### src/rtl/bir_pkg.sv
// ---------------------------------------------------------------------------
// Bicubic resize package
// Shared widths, types and the size and tap helpers of the bicubic image scaler.
// ---------------------------------------------------------------------------
`default_nettype none

package bir_pkg;

  localparam int MaxDim    = 256;
  localparam int DimBits   = 8;
  localparam int SizeBits  = 9;
  localparam int FracBits  = 16;
  localparam int RatioBits = DimBits + FracBits;
  localparam int PosBits   = RatioBits + SizeBits;
  localparam int SampBits  = 34;
  localparam int MuBits    = FracBits + 1;
  localparam int AddrBits  = 2 * DimBits;

  typedef logic signed [SampBits-1:0] samp_t;

  // Register indexes of the configuration port.
  localparam logic [1:0] RegInWidth   = 2'd0;
  localparam logic [1:0] RegInHeight  = 2'd1;
  localparam logic [1:0] RegOutWidth  = 2'd2;
  localparam logic [1:0] RegOutHeight = 2'd3;

  // Command codes.
  localparam logic CmdWrite   = 1'b0;
  localparam logic CmdCompute = 1'b1;

  typedef struct packed {
    logic [DimBits-1:0] t0;
    logic [DimBits-1:0] t1;
    logic [DimBits-1:0] t2;
    logic [DimBits-1:0] t3;
  } taps_t;

  // Size register write: zero reads as one, large values saturate.
  function automatic logic [SizeBits-1:0] size_sat(input logic [SizeBits-1:0] v);
    logic [SizeBits-1:0] r;
    if (v == '0) r = SizeBits'(1);
    else if (v > SizeBits'(MaxDim)) r = SizeBits'(MaxDim);
    else r = v;
    return r;
  endfunction

  // Clamp an integer source index to size-1.
  function automatic logic [DimBits-1:0] clamp_idx(input logic [PosBits-FracBits:0] v,
                                                    input logic [SizeBits-1:0] size);
    logic [PosBits-FracBits:0] lim;
    lim = (PosBits-FracBits+1)'(size - SizeBits'(1));
    return (v > lim) ? lim[DimBits-1:0] : v[DimBits-1:0];
  endfunction

  // Four taps of one axis from the position, the ratio and the coordinate.
  function automatic taps_t make_taps(input logic [PosBits-1:0] pos,
                                      input logic [RatioBits-1:0] ratio,
                                      input logic k_nz,
                                      input logic [SizeBits-1:0] size);
    logic [PosBits-1:0] prv;
    logic [PosBits-1:0] nxt;
    logic [PosBits-FracBits:0] ll, fl, ce, hh;
    taps_t t;
    prv = pos - PosBits'(ratio);
    nxt = pos + PosBits'(ratio);
    ll = k_nz ? (PosBits-FracBits+1)'(prv[PosBits-1:FracBits]) : '0;
    fl = (PosBits-FracBits+1)'(pos[PosBits-1:FracBits]);
    ce = fl + (PosBits-FracBits+1)'(pos[FracBits-1:0] != '0);
    hh = (PosBits-FracBits+1)'(nxt[PosBits-1:FracBits])
       + (PosBits-FracBits+1)'(nxt[FracBits-1:0] != '0);
    t.t0 = clamp_idx(ll, size);
    t.t1 = clamp_idx(fl, size);
    t.t2 = clamp_idx(ce, size);
    t.t3 = clamp_idx(hh, size);
    return t;
  endfunction

endpackage

`default_nettype wire

### src/rtl/bir_cubic.sv
// ---------------------------------------------------------------------------
// Cubic unit
// Catmull-Rom cubic by Horner's rule on one shared multiplier.
// ---------------------------------------------------------------------------
`default_nettype none

module bir_cubic (
  input  wire logic                        clk_i,
  input  wire logic                        rst_ni,
  input  wire logic                        start_i,
  input  wire bir_pkg::samp_t              p_i [4],
  input  wire logic [bir_pkg::FracBits-1:0] mu_i,
  output logic                             done_o,
  output bir_pkg::samp_t                   res_o
);

  typedef enum logic [1:0] {S_IDLE, S_MUL, S_ADD, S_HALF} state_e;

  localparam int ProdBits = bir_pkg::SampBits + bir_pkg::MuBits;

  state_e                           state_q;
  logic [1:0]                       step_q;
  logic                             done_q;
  bir_pkg::samp_t                   acc_q, a1_q, a2_q, a3_q, res_q, a_sel;
  logic signed [bir_pkg::MuBits-1:0] mu_q;
  logic signed [ProdBits-1:0]       prod_q;
  logic signed [ProdBits-1:0]       rnd;

  assign done_o = done_q;
  assign res_o  = res_q;
  assign rnd    = (prod_q + ProdBits'(1 << (bir_pkg::FracBits - 1))) >>> bir_pkg::FracBits;

  always_comb begin
    case (step_q)
      2'd0:    a_sel = a1_q;
      2'd1:    a_sel = a2_q;
      default: a_sel = a3_q;
    endcase
  end

  // Sequencer: three multiply and add rounds, then the halving.
  always_ff @(posedge clk_i or negedge rst_ni) begin
    if (!rst_ni) begin
      state_q <= S_IDLE;
      step_q  <= '0;
      done_q  <= 1'b0;
    end else begin
      done_q <= 1'b0;
      case (state_q)
        S_IDLE: begin
          if (start_i) begin
            step_q  <= '0;
            state_q <= S_MUL;
          end
        end
        S_MUL: state_q <= S_ADD;
        S_ADD: begin
          step_q  <= step_q + 2'd1;
          state_q <= (step_q == 2'd2) ? S_HALF : S_MUL;
        end
        S_HALF: begin
          done_q  <= 1'b1;
          state_q <= S_IDLE;
        end
        default: state_q <= S_IDLE;
      endcase
    end
  end

  // Datapath registers.
  always_ff @(posedge clk_i) begin
    case (state_q)
      S_IDLE: begin
        if (start_i) begin
          acc_q <= 3 * p_i[1] - 3 * p_i[2] + p_i[3] - p_i[0];
          a1_q  <= 2 * p_i[0] - 5 * p_i[1] + 4 * p_i[2] - p_i[3];
          a2_q  <= p_i[2] - p_i[0];
          a3_q  <= 2 * p_i[1];
          mu_q  <= {1'b0, mu_i};
        end
      end
      S_MUL:  prod_q <= acc_q * mu_q;
      S_ADD:  acc_q  <= bir_pkg::SampBits'(rnd) + a_sel;
      S_HALF: res_q  <= (acc_q + bir_pkg::SampBits'(1)) >>> 1;
      default: ;
    endcase
  end

endmodule

`default_nettype wire

### config.mk
export PLATFORM = sky130hd
export DESIGN_NAME = bir_cubic
export DESIGN_NICKNAME = d
export VERILOG_FILES = /design/src/rtl/bir_pkg.sv /design/src/rtl/bir_cubic.sv
export SDC_FILE = /design/constraint.sdc
export NUM_CORES = 2
export LEC_CHECK = 0
export ABC_AREA = 1
export ABC_CLOCK_PERIOD_IN_PS = 14110
export BUFFER_PORTS_ARGS = -buffer_cell sky130_fd_sc_hd__buf_2
export CORE_ASPECT_RATIO = 2
export CORE_UTILIZATION = 50
export CTS_CLUSTER_DIAMETER = 150
export DETAILED_ROUTE_END_ITERATION = 10
export PLACE_DENSITY_LB_ADDON = 0.2
export SLEW_MARGIN = 0
export SYNTH_ARGS = -nofsm -noshare
export SYNTH_HDL_FRONTEND = slang
export SYNTH_SLANG_ARGS = --single-unit
### constraint.sdc
create_clock -name clk_i -period 14.11 [get_ports clk_i]
set_input_delay 0.7055 -clock clk_i [delete_from_list [all_inputs] [get_ports clk_i]]
set_output_delay 0.7055 -clock clk_i [all_outputs]
set_load 0.01 [all_outputs]
==> flow_metrics.py <==
metrics = {
    "outcome": {
        "status": "complete, no violations",
    },
    "placement": {
        "place.port_buffers": 189,
        "place_congestion": 1.09,
        "dp_slack_ps": 7150,
        "placed_area_sq_mm": 0.0479,
        "placed_cells": 7151,
        "hpwl_mm": 152,
    },
    "timing": {
        "fin_ws_ps": 7040,
        "hold_viol": 0,
        "slew_headroom_pct": 26.0,
        "finalMaxSlewViolations": 0,
        "worstMarginPinSlew_ps": 1100,
        "clock_skew_ps": 72.6,
        "max_freq_ghz": 0.141,
        "fin_setup_tns_ps": 0,
        "rsz0062_at_grt": "no",
        "min_period_over_period_pct": 50.1,
        "setup_violations": 0,
        "min_period_ps": 7070,
    },
    "worst_setup_path": {
        "arrival_ps": 7410,
        "crit_required_ps": 14450,
        "cp_top_family": "adder cells",
        "path_cells": "buf_4 -> nand2_1 -> fa_1 -> inv_1 -> fa_1 -> fa_1 -> fa_1 -> fa_1 -> inv_1 -> fa_1 -> inv_1 -> ha_1 -> nand2_1 -> nor2_1 -> inv_1 -> nor3_1 -> a21oi_1 -> xnor2_1",
        "worstPathMaxFanout": 21,
        "worst_path_max_delay_cell": "xnor2_1",
        "critPathLaunchType": "flop",
        "worstSetupPathType": "flop to flop",
        "critPathBufInv": 5,
        "worst_path_largest_cell_delay_ps": 690,
        "cp_common_cell": "fa_1",
        "crit_path_end_kind": "flop",
    },
    "logic_synthesis": {
        "yosysUniqueCellTypes": 52,
        "avgSynthCellArea_sq_um": 7.76,
        "synth.most_common_cell": "inv_1",
        "async_flop_share_pct": 2.23,
        "synthFlopType": "edfxtp_1",
        "synth.ff_latch_count": 224,
        "syn-cell-area_sq_mm": 0.0456,
        "synth_cells": 5870,
        "synth_area_leaders": "fa_1, edfxtp_1, inv_1",
        "synth_top_area_share_pct": 32.2,
        "seq_area_frac_synth_pct": 14.7,
        "yosysWarnings": 0,
        "synth.net_count": 7141,
        "synth-edff-count": 219,
        "synth.largest_area_cell": "fa_1",
        "netlist_top_cells_count": "inv_1, nand2_1, fa_1",
    },
    "clock_network": {
        "htreeDepth": 1,
        "cts_resized": 0,
        "clockBufferDepth": 3,
        "numCtsBuffers": 25,
        "insertion_delay_ps": 650,
        "cts_sinks": 224,
        "cts_tree": "done",
        "cts.root.buffer_cell": "clkbuf_16",
        "path_clk_slew_ps": 80,
    },
    "die": {
        "num_rows": 156,
        "chipWidth_microns": 215,
        "start_util_pct": 50.4,
        "die_h_microns": 429,
        "die_area_sq_mm": 0.0924,
        "core_area_sq_mm": 0.0904,
        "ios": 190,
    },
    "global_route": {
        "grt_max_degree": 63,
        "track_usage_pct": 39.9,
        "globalRouteOverflowTotal": 0,
        "antenna_found_initial": 18,
        "grt_pass1_wl_mm": 264,
        "grt_pass1_vias": 43600,
    },
    "route": {
        "drtAntennaViolNets": 0,
        "wl_per_cell_microns": 25.0,
        "drtIter0Drc": 2254,
        "first_pass_iters": 6,
        "drc": 0,
        "via_count": 39600,
        "routed_wl_mm": 180,
        "via_per_inst": 5.49,
    },
    "final_layout": {
        "multiInputGateArea_sq_mm": 0.0325,
        "final_layout_size_suffix_gt1_share_pct": 5.49,
        "fillers": 8969,
        "fin_area_sq_mm": 0.0488,
        "syn_to_final_growth_pct": 6.97,
        "final_cells": 7210,
        "nets": 7266,
        "seq_area_sq_mm": 0.00670,
    },
    "run": {
        "drv_cap": 0,
    },
    "min_path": {
        "hp-class": "primary input to flop",
    },
}
-- placed cells by master (no fill, tap or decap), types with 25 or more instances in the layout --
| cell | netlist | layout |
|---|---|---|
| xor2_1 | 109 | 109 |
| a21oi_1 | 227 | 226 |
| nand2_1 | 1529 | 1529 |
| o21bai_1 | 32 | 32 |
| clkbuf_16 | 0 | 25 |
| inv_1 | 1545 | 1543 |
| buf_4 | 3 | 58 |
| xnor2_1 | 48 | 48 |
| o21ai_0 | 128 | 127 |
| fa_1 | 732 | 732 |
| nor2_1 | 311 | 309 |
| nand3_1 | 200 | 200 |
| nand4_1 | 59 | 59 |
| buf_2 | 20 | 189 |
| ha_1 | 384 | 384 |
| nor3_1 | 50 | 48 |
| edfxtp_1 | 219 | 219 |
-- sequential cells by signal, indices dropped and copies added, names as in the netlist --
name     cells
mu_q        16
step_q       2
a3_q        33
prod_q      35
acc_q       34
a1_q        34
res_o       33
state_q      2
a2_q        34
done_o       1
-- worst paths after layout --
check / startpoint / endpoint / slack (ps) / cells past startpoint
max: mu_q[11] / prod_q[25] / 7040 / 18
min reg2reg: state_q[1] / done_o / 530 / 2
max reg2reg: mu_q[11] / prod_q[25] / 7040 / 18
min in group asynchronous: rst_ni / done_o / 400 / 2
max in group asynchronous: rst_ni / step_q[1] / 13580 / 2
min: mu_i[1] / mu_q[1] / 230 / 1
-- cells by family (layout without fill, tap and decap cells) --
| group | count (synthesis) | after routing | share of synthesized area, % |
|---|---|---|---|
| simple gates | 2228 | 2228 | 20.1 |
| other cells | 0 | 14 | 0 |
| flops | 224 | 224 | 14.7 |
| buf+inv | 1698 | 1839 | 14.1 |
| compound gates | 447 | 447 | 5.41 |
| fa+ha+maj | 1116 | 1116 | 42.7 |
| xor+xnor | 157 | 157 | 3.02 |
-- area by class of cell --
type | instances | area share (%)
clock buffers | 28 | 1.31
flip-flops and latches | 224 | 13.7
diodes | 14 | 0.0719
inverters | 1548 | 11.9
repair buffers | 248 | 2.85
clock inverters | 15 | 0.421
well taps | 1185 | 3.04
multi-input cells | 3948 | 66.6
-- worst register-to-register path, stage by stage (launching register included) --
cell and delay (ps):
edfxtp_1 670, buf_4 450, nand2_1 160, fa_1 550, inv_1 60, fa_1 570
fa_1 470, fa_1 500, fa_1 510, inv_1 50, fa_1 480, inv_1 50
ha_1 390, nand2_1 150, nor2_1 200, inv_1 100, nor3_1 420, a21oi_1 290
xnor2_1 690
-- routing by layer --
metal / global-route usage [%] / up-vias / part of all wire (%)
met5: 0.423 / - / 0.024
met4: 45.2 / 8 / 14
met3: 7.59 / 947 / 5.3
met2: 75.3 / 1589 / 54
met1: 31.4 / 19200 / 27
li1: - / 17800 / -
-- stage by stage --
step	hold slack (ps)	util (%)
floorplan	410	-
global placement	515	53.0
detailed placement	524	53.0
CTS	223	53.9
global route	232	53.9
finish	234	53.9
-- timing repair --
item | 4_1_cts | 5_1_grt
endpoints found under the setup margin | 0 | 0
setup buffers | 0 | 0
endpoints found under the hold margin | 5 | 0
hold buffers | 1 | 0
Power is left out: the tool's default activity adds up to more than one toggle a clock period on the data nets, which glitch-free logic cannot reach.
