===== src/rtl/bir_pkg.sv =====
// ---------------------------------------------------------------------------
// Bicubic resize package
// Shared widths, types and the size and tap helpers of the bicubic image scaler.
// ---------------------------------------------------------------------------
`default_nettype none

package bir_pkg;

  localparam int MaxDim    = 256;
  localparam int DimBits   = 8;
  localparam int SizeBits  = 9;
  localparam int FracBits  = 16;
  localparam int RatioBits = DimBits + FracBits;
  localparam int PosBits   = RatioBits + SizeBits;
  localparam int SampBits  = 34;
  localparam int MuBits    = FracBits + 1;
  localparam int AddrBits  = 2 * DimBits;

  typedef logic signed [SampBits-1:0] samp_t;

  // Register indexes of the configuration port.
  localparam logic [1:0] RegInWidth   = 2'd0;
  localparam logic [1:0] RegInHeight  = 2'd1;
  localparam logic [1:0] RegOutWidth  = 2'd2;
  localparam logic [1:0] RegOutHeight = 2'd3;

  // Command codes.
  localparam logic CmdWrite   = 1'b0;
  localparam logic CmdCompute = 1'b1;

  typedef struct packed {
    logic [DimBits-1:0] t0;
    logic [DimBits-1:0] t1;
    logic [DimBits-1:0] t2;
    logic [DimBits-1:0] t3;
  } taps_t;

  // Size register write: zero reads as one, large values saturate.
  function automatic logic [SizeBits-1:0] size_sat(input logic [SizeBits-1:0] v);
    logic [SizeBits-1:0] r;
    if (v == '0) r = SizeBits'(1);
    else if (v > SizeBits'(MaxDim)) r = SizeBits'(MaxDim);
    else r = v;
    return r;
  endfunction

  // Clamp an integer source index to size-1.
  function automatic logic [DimBits-1:0] clamp_idx(input logic [PosBits-FracBits:0] v,
                                                    input logic [SizeBits-1:0] size);
    logic [PosBits-FracBits:0] lim;
    lim = (PosBits-FracBits+1)'(size - SizeBits'(1));
    return (v > lim) ? lim[DimBits-1:0] : v[DimBits-1:0];
  endfunction

  // Four taps of one axis from the position, the ratio and the coordinate.
  function automatic taps_t make_taps(input logic [PosBits-1:0] pos,
                                      input logic [RatioBits-1:0] ratio,
                                      input logic k_nz,
                                      input logic [SizeBits-1:0] size);
    logic [PosBits-1:0] prv;
    logic [PosBits-1:0] nxt;
    logic [PosBits-FracBits:0] ll, fl, ce, hh;
    taps_t t;
    prv = pos - PosBits'(ratio);
    nxt = pos + PosBits'(ratio);
    ll = k_nz ? (PosBits-FracBits+1)'(prv[PosBits-1:FracBits]) : '0;
    fl = (PosBits-FracBits+1)'(pos[PosBits-1:FracBits]);
    ce = fl + (PosBits-FracBits+1)'(pos[FracBits-1:0] != '0);
    hh = (PosBits-FracBits+1)'(nxt[PosBits-1:FracBits])
       + (PosBits-FracBits+1)'(nxt[FracBits-1:0] != '0);
    t.t0 = clamp_idx(ll, size);
    t.t1 = clamp_idx(fl, size);
    t.t2 = clamp_idx(ce, size);
    t.t3 = clamp_idx(hh, size);
    return t;
  endfunction

endpackage

`default_nettype wire


===== src/rtl/bir_ratio_div.sv =====
// ---------------------------------------------------------------------------
// Ratio divider
// Restoring divider, one quotient bit per cycle, for the scale ratio.
// ---------------------------------------------------------------------------
`default_nettype none

module bir_ratio_div (
  input  wire logic                          clk_i,
  input  wire logic                          rst_ni,
  input  wire logic                          start_i,
  input  wire logic [bir_pkg::SizeBits-1:0]  in_size_i,
  input  wire logic [bir_pkg::SizeBits-1:0]  out_size_i,
  output logic                               done_o,
  output logic [bir_pkg::RatioBits-1:0]      ratio_o
);

  localparam int CntBits = $clog2(bir_pkg::RatioBits + 1);

  logic [CntBits-1:0]              cnt_q, cnt_d;
  logic [bir_pkg::RatioBits-1:0]   quo_q, quo_d;
  logic [bir_pkg::DimBits:0]       rem_q, rem_d;
  logic [bir_pkg::DimBits-1:0]     dvs_q, dvs_d;
  logic                            zero_q, zero_d;
  logic                            run_q, run_d;
  logic                            done_q, done_d;
  logic [bir_pkg::DimBits:0]       trial;

  assign trial   = {rem_q[bir_pkg::DimBits-1:0], quo_q[bir_pkg::RatioBits-1]};
  assign done_o  = done_q;
  assign ratio_o = zero_q ? '0 : quo_q;

  // Shift in one dividend bit and subtract when it fits.
  always_comb begin
    cnt_d  = cnt_q;
    quo_d  = quo_q;
    rem_d  = rem_q;
    dvs_d  = dvs_q;
    zero_d = zero_q;
    run_d  = run_q;
    done_d = 1'b0;
    if (start_i) begin
      quo_d  = {in_size_i[bir_pkg::DimBits-1:0] - bir_pkg::DimBits'(1),
                bir_pkg::FracBits'(0)};
      if (in_size_i == bir_pkg::SizeBits'(1)) quo_d = '0;
      dvs_d  = bir_pkg::DimBits'(out_size_i - bir_pkg::SizeBits'(1));
      zero_d = (out_size_i <= bir_pkg::SizeBits'(1));
      rem_d  = '0;
      cnt_d  = '0;
      run_d  = 1'b1;
    end else if (run_q) begin
      if (trial >= {1'b0, dvs_q}) begin
        rem_d = trial - {1'b0, dvs_q};
        quo_d = {quo_q[bir_pkg::RatioBits-2:0], 1'b1};
      end else begin
        rem_d = trial;
        quo_d = {quo_q[bir_pkg::RatioBits-2:0], 1'b0};
      end
      cnt_d = cnt_q + CntBits'(1);
      if (cnt_q == CntBits'(bir_pkg::RatioBits - 1)) begin
        run_d  = 1'b0;
        done_d = 1'b1;
      end
    end
  end

  always_ff @(posedge clk_i or negedge rst_ni) begin
    if (!rst_ni) begin
      run_q  <= 1'b0;
      done_q <= 1'b0;
      cnt_q  <= '0;
    end else begin
      run_q  <= run_d;
      done_q <= done_d;
      cnt_q  <= cnt_d;
    end
  end

  always_ff @(posedge clk_i) begin
    quo_q  <= quo_d;
    rem_q  <= rem_d;
    dvs_q  <= dvs_d;
    zero_q <= zero_d;
  end

endmodule

`default_nettype wire


===== config.mk =====
export PLATFORM = sky130hd
export DESIGN_NAME = bir_ratio_div
export DESIGN_NICKNAME = d
export VERILOG_FILES = /design/src/rtl/bir_pkg.sv /design/src/rtl/bir_ratio_div.sv
export SDC_FILE = /design/constraint.sdc
export NUM_CORES = 1
export LEC_CHECK = 0
export ABC_CLOCK_PERIOD_IN_PS = 4000
export BUFFER_PORTS_ARGS = -buffer_cell sky130_fd_sc_hd__buf_2
export CAP_MARGIN = 20
export CORE_UTILIZATION = 54
export CTS_CLUSTER_DIAMETER = 30
export CTS_CLUSTER_SIZE = 28
export DETAILED_ROUTE_END_ITERATION = 12
export PLACE_DENSITY = 0.77
export SETUP_SLACK_MARGIN = 0.05
export SLEW_MARGIN = 25
export SYNTH_ARGS = -nofsm -noshare
export SYNTH_HDL_FRONTEND = slang
export SYNTH_SLANG_ARGS = --single-unit

===== constraint.sdc =====
create_clock -name clk_i -period 4 [get_ports clk_i]
set_input_delay 0.8 -clock clk_i [delete_from_list [all_inputs] [get_ports clk_i]]
set_output_delay 0.8 -clock clk_i [all_outputs]
set_load 0.005 [all_outputs]

==> results of run 1 <==
==> worst register-to-register path: stages (launching register included) <==
cell and delay [ns]:
edfxtp_1 0.36, inv_1 0.10, ha_1 0.21, fa_1 0.22, nand2b_1 0.14, a21oi_1 0.09
or4b_1 0.45, and4_1 0.20, o31ai_2 0.17
==> cell usage after synthesis, drive strengths merged (2+ instances only) <==
cell and instances:
o31ai 2, nand4 2, xor2 11, buf 2, a21o 2, nor3 4
dfxtp 8, a211oi 4, edfxtp 33, o21ai 7, o22ai 9, nor2 33
clkbuf 6, ha 13, nor4 2, a21oi 6, inv 25, dfrtp 7
nand2b 4, nor2b 35, mux2i 5, xnor2 10, nand3b 2, nand2 16
a31o 2
==> area by class of cell <==
type	instances	area, µm²
fill	419	1680
sequential	48	1330
multi-input combinational	180	1240
timing repair buffer	46	233
inverter	25	93.8
clock buffer	7	86.3
tap	67	83.8
clock inverter	1	8.76
==> power by group through the flow <==
stage          clock, W  sequential, W  combinational, W
5_1_grt        0.000321       0.000636          0.000491
4_1_cts        0.000299       0.000629          0.000439
3_3_place_gp          0       0.000639          0.000428
6_report       0.000293       0.000627          0.000437
3_5_place_dp          0       0.000638          0.000438
2_1_floorplan         0       0.000624          0.000376
==> registers in the layout, summed over array words and instances (netlist names) <==
name,flops
dvs_q,8
zero_q,1
run_q,1
cnt_q,5
quo_q,24
rem_q,8
done_o,1
==> cell families after synthesis <==
family          count (synthesis)  share of synthesized area
flops                          48                      0.491
simple gates                  105                      0.204
xor+xnor                       21                     0.0681
mux                             6                     0.0241
compound gates                 34                     0.0950
buf+inv                        33                     0.0500
fa+ha+maj                      14                     0.0677
==> through the flow <==
stage | util | setup slack [ns]
2_1_floorplan | - | 1.90
3_3_place_gp | 0.626 | 1.83
3_5_place_dp | 0.626 | 1.79
4_1_cts | 0.646 | 1.75
5_1_grt | 0.646 | 1.65
6_report | 0.646 | 1.82
==> final timing paths <==
path,from,end,slack (ns)
hold / removal,rst_ni,cnt_q[3],0.32
setup reg to reg,quo_q[23],rem_q[6],1.98
setup / recovery,zero_q,ratio_o[8],1.82
min in group clk_i,rem_q[4],rem_q[4],0.50
hold reg to reg,rem_q[4],rem_q[4],0.50
max in group asynchronous,rst_ni,run_q,3.53
==> layer usage <==
metal / track usage / vias to the layer above
met2: 0.321 / 31
met5: 0 / -
met4: 0.0719 / 0
met1: 0.245 / 871
met3: 0.0483 / 6
li1: - / 975
==> results.md, run 1 <==
- CTS tree: done
- Final Total Pwr: 0.00136 W
- Die footprint: 5290 µm²
- Mapped cell area: 2700 µm²
- Post-synth ARST share: 0.146
- Layout area overhead: 13.7%
- Max Slew Vio Count: 0
- Antenna cells: 0
- Number of enable flip-flop cells after synthesis: 33
- Root Buffer: clkbuf_8
- Max Cap Viol: 0
- WP data arrival: 1.38 ns
- Crit-path max cell delay: 0.82 ns
- IO Pins: 46
- Max Fclk: 0.458 GHz
- Worst hold path type: input pin to asynchronous set/reset pin
- Top cells by area, synth: edfxtp_1 37%, nor2b_1 8.1%, dfrtp_1 6.5%
- Status: completed
- CP Max Fanout: 24
- FP Rows: 25
- Share of cells above drive strength 1: 0.215
- Static Leak: 1.38 nW
- Sw Ratio: 0.308
- Initial DRC Count: 105
- Dpl cell area: 2980 µm²
- Largest net degree at the start of global routing: 46
- Die X: 72.7 µm
- PwrDens: 442 nW/µm²
- Hold Slack: 0.315 ns
- Leading area contributor after synthesis: edfxtp_1
- Setup violators final: 0
- Area share of the leading cell type in the synthesized netlist: 0.367
- Non-Filler Instances: 374
- Initial antenna violation count: 0
- CP required: 3.20 ns
- Sequential power share: 0.462
- DRC viols: 0
- Final instance area: 3070 µm²
- Period minus WS final: 2.18 ns
- Post-cts gate resize count: 0
- DR WL/cell: 12.5 µm
- Clock transition at path regs: 0.08 ns
- Synth unique cells: 44
- Met1 WL: 2.14 mm
- Clk_lat worst skew: 0.30 ns
- Worst path bufs/invs: 1
- Final Skew: 0.00514 ns
- Post-CTS Setup Bufs: 0
- Uppermost routed layer: met4
- Starting Density: 0.568
- Clk pwr share: 0.216
- Slew of the pin with the lowest slew margin: 0.884 ns
- Setup CP Type: flop to output pin
- Htree depth: 2
- Peak supply drop: 0.000304 V
- Gr usage total: 0.193
- Post-synthesis register bit count: 48
- Syn_nets: 296
- Critical path startpoint category: flop
- Remaining antenna violation count: 0
- Delay-heaviest family, CP: flip-flops
- Final RePlAce weighted congestion: 0.830
- Yosys warns: 0
- First-pass GRT wire length: 7.79 mm
- IO Port Bufs: 45
- CTS Hold Buffers Added: 0
- Psw: 0.000418 W
- Via density: 5.03
- Setup_tns: 0 ns
- Final hold viol count: 0
- Rel. slew slack: 0.410
- Ys flop type: edfxtp_1
- Die Ht: 72.7 µm
- Worst path slowest cell: edfxtp_1
- Vias in the first global route: 1757
- CP endpoint kind: output pin
- Pre-antenna DRT Iters: 4
- Commonest cells after routing, fill and taps aside: 45 x buf_2, 35 x nor2b_1, 33 x edfxtp_1
- Most common cell after layout, fill and taps aside: buf_2
- CTS Buffer Depth: 2
- Worst path cell trace: nor2b_1 -> buf_2
- RSZ-0062 raised after global routing: no
- Vias: 1883
- Cell Int Power: 0.000940 W
- DP HPWL: 3.51 mm
- R2R cell count: 8
- Clock sinks: 48
- Mean post-synth cell area: 10.3 µm²
- Core ar.: 4750 µm²
- WP depth: 2
- Layout Nets: 341
- Wire length on met2: 2.29 mm
- Gate Count Post-Synth: 261
- Dpl cells: 366
- WL met3: 186 µm
- Post-Route WL: 4.68 mm
- Grt total ovfl: 0
- CTS buffer count: 5
- Seq/Total Area, Yosys: 0.491
- Combinational share of power: 0.322
- Tcrit/Tclk final: 0.546
(Power assumes the default switching activity.)
==> run 2: changes to the inputs <==
--- a/config.mk
+++ b/config.mk
@@ -5,7 +5,7 @@
 export SDC_FILE = /design/constraint.sdc
 export NUM_CORES = 1
 export LEC_CHECK = 0
-export ABC_CLOCK_PERIOD_IN_PS = 4000
+export ABC_CLOCK_PERIOD_IN_PS = 2250
 export BUFFER_PORTS_ARGS = -buffer_cell sky130_fd_sc_hd__buf_2
 export CAP_MARGIN = 20
 export CORE_UTILIZATION = 54
==> constraint.sdc (replaced) <==
create_clock -name clk_i -period 2.25 [get_ports clk_i]
set_input_delay 0.45 -clock clk_i [delete_from_list [all_inputs] [get_ports clk_i]]
set_output_delay 0.45 -clock clk_i [all_outputs]
set_load 0.005 [all_outputs]
==> run 2 against run 1 <==
  * Final area increased by 1.6%
  * Register-to-register slack got worse by 1.7 ns
  * Power increased by 85%
  * Final cell count increased by 1.1%
  * Via count increased by 3.0%
  * Combinational power increased by 82%
  * Critical path depth increased by 6
  * Worst hold slack improved by 0.15 ns
  * Utilization increased by 1.0 points
  * Routed wire length increased by 4.9%
  * Die area unchanged
==> results.md, run 2 (synthesized netlist as in run 1, its figures left out) <==
- Status: completed
- Worst R2R Setup Slack: 0.24 ns (-1.74 ns)
- CTS tree: done
- Max Fclk: 0.498 GHz
- Die X: 72.7 µm (unchanged)
- IO Port Bufs: 45 (unchanged)
- CP Launch Point: quo_q[23]
- Critical path startpoint category: flop
- Static Leak: 1.40 nW (+1.9%)
- WP data arrival: 2.22 ns (+0.84 ns)
- Max FFs per register: 24 (unchanged)
- Post-CTS Setup Bufs: 0 (unchanged)
- Worst flop-to-flop path startpoint: quo_q[23]
- Initial DRC Count: 87 (-17%)
- CP required: 2.46 ns (-0.74 ns)
- Setup CP Type: flop to flop
- Final hold viol count: 0 (unchanged)
- CTS buffer count: 5 (unchanged)
- Worst path slowest cell: or4b_1
- Gr usage total: 0.198 (+0.00491)
- FP Rows: 25 (unchanged)
- Commonest cells after routing, fill and taps aside: 45 x buf_2, 35 x nor2b_1, 33 x edfxtp_1
- Largest net degree at the start of global routing: 44 (-4.3%)
- Die Ht: 72.7 µm (unchanged)
- Worst path cell trace: inv_1 -> ha_1 -> fa_1 -> nand2b_1 -> a21oi_1 -> or4b_1 -> and4_1 -> o31ai_2
- DP HPWL: 3.58 mm (+1.7%)
- Period minus WS final: 2.01 ns
- Core ar.: 4750 µm² (unchanged)
- CP endpoint kind: flop
- Setup violators final: 0 (unchanged)
- Worst hold path type: input pin to flop
- CTS Buffer Depth: 2 (unchanged)
- Clock sinks: 48 (unchanged)
- Layout Nets: 345 (+1.2%)
- Clk_lat worst skew: 0.29 ns (about the same)
- Crit-path max cell delay: 0.45 ns (-0.37 ns)
- Final RePlAce weighted congestion: 0.803 (-3.2%)
- Setup_tns: 0 ns (unchanged)
- Remaining antenna violation count: 0 (unchanged)
- Final Skew: 0.00687 ns (+0.00173 ns)
- Most flops, register: quo_q
- Share of cells above drive strength 1: 0.222 (+0.00688)
- Via density: 5.13 (+1.9%)
- Initial antenna violation count: 0 (unchanged)
- PwrDens: 807 nW/µm² (+83%)
- RSZ-0062 raised after global routing: no
- Max Slew Vio Count: 0 (unchanged)
- Max Cap Viol: 0 (unchanged)
- CP Max Fanout: 3 (-88%)
- DRC viols: 0 (unchanged)
- Hold path startpoint: out_size_i[5]
- Htree depth: 2 (unchanged)
- Clock transition at path regs: 0.09 ns (about the same)
- Pre-antenna DRT Iters: 4 (unchanged)
- Antenna cells: 0 (unchanged)
- Vias: 1940 (+3.0%)
- Die footprint: 5290 µm² (unchanged)
- Slew of the pin with the lowest slew margin: 0.561 ns (-0.322 ns)
- Layout area overhead: 15.5%
- DR WL/cell: 13.0 µm (+3.8%)
- Grt total ovfl: 0 (unchanged)
- Vias in the first global route: 1776 (+1.1%)
- Post-Route WL: 4.91 mm (+4.9%)
- Starting Density: 0.568 (unchanged)
- IO Pins: 46 (unchanged)
- Root Buffer: clkbuf_8
- First-pass GRT wire length: 8.01 mm (+2.8%)
- Largest regs: quo_q: 24 flops, dvs_q: 8 flops, rem_q: 8 flops
- Tcrit/Tclk final: 0.893
- Peak supply drop: 0.000590 V (+94%)
- Final Total Pwr: 0.00252 W (+85%)
- Rel. slew slack: 0.626 (+0.215)
- Most common cell after layout, fill and taps aside: buf_2
==> run 2: changes by cell type in the layout (fill, tap and decap cells not counted), sizes merged <==
cell	before	now
clkinv	1	2
bufinv	0	1
clkbuf	7	5
dlygate4sd3	0	1
buf	46	49
==> run 2: timing repair <==
item,CTS,global route
hold buffers,1,0
gates resized for setup,0,0
endpoints found under the hold margin,7,0
==> run 2: power by group <==
group          total (W)  leakage [nW]  switching (W)  internal (W)
registers        0.00111         0.529      0.0000594       0.00105
logic           0.000797         0.818       0.000423      0.000375
clock network   0.000614        0.0558       0.000285      0.000329
==> run 2: final cells by class <==
class,count,area [µm²]
Inverter,25,93.8
Clock buffer,5,68.8
Sequential cell,48,1330
Timing Repair Buffer,50,265
Multi-Input combinational cell,180,1240
Tap cell,67,83.8
Fill cell,418,1640
Clock inverter,3,42.5
==> run 2: metrics by stage <==
| step | hold WS, ns | cell area [µm²] | setup WS [ns] | instances | utilization |
|---|---|---|---|---|---|
| 2_1_floorplan | 0.154 | 2700 | 0.416 | 261 | - |
| 3_3_place_gp | 0.288 | 3000 | 0.356 | 369 | 0.631 |
| 3_5_place_dp | 0.288 | 3000 | 0.271 | 369 | 0.631 |
| 4_1_cts | 0.462 | 3120 | 0.256 | 378 | 0.656 |
| 5_1_grt | 0.474 | 3120 | 0.122 | 378 | 0.656 |
| 6_report | 0.464 | 3120 | 0.241 | 378 | 0.656 |
==> run 2: routing by layer <==
layer	track usage	vias to the layer above	part of all wire
met3	0.0290	9	0.027
met5	0	-	0
met1	0.262	905	0.47
li1	-	986	-
met2	0.334	40	0.49
met4	0.0675	0	0.018
==> run 2: final timing paths <==
check / end / cells past startpoint
max: rem_q[6] / 8
min: dvs_q[5] / 2
max reg2reg: rem_q[6] / 8
min reg2reg: rem_q[4] / 2
max in group asynchronous: cnt_q[4] / 2
min in group asynchronous: cnt_q[3] / 2
==> run 2: worst max-delay path, delay by kind of cell, from the launching register on <==
family	cells	cell delay [ns]
and+or+nand+nor	3	0.79
adders and majority gates	2	0.42
DFF	1	0.37
AOI/OAI and AO/OA	2	0.27
buffers and inverters	1	0.10
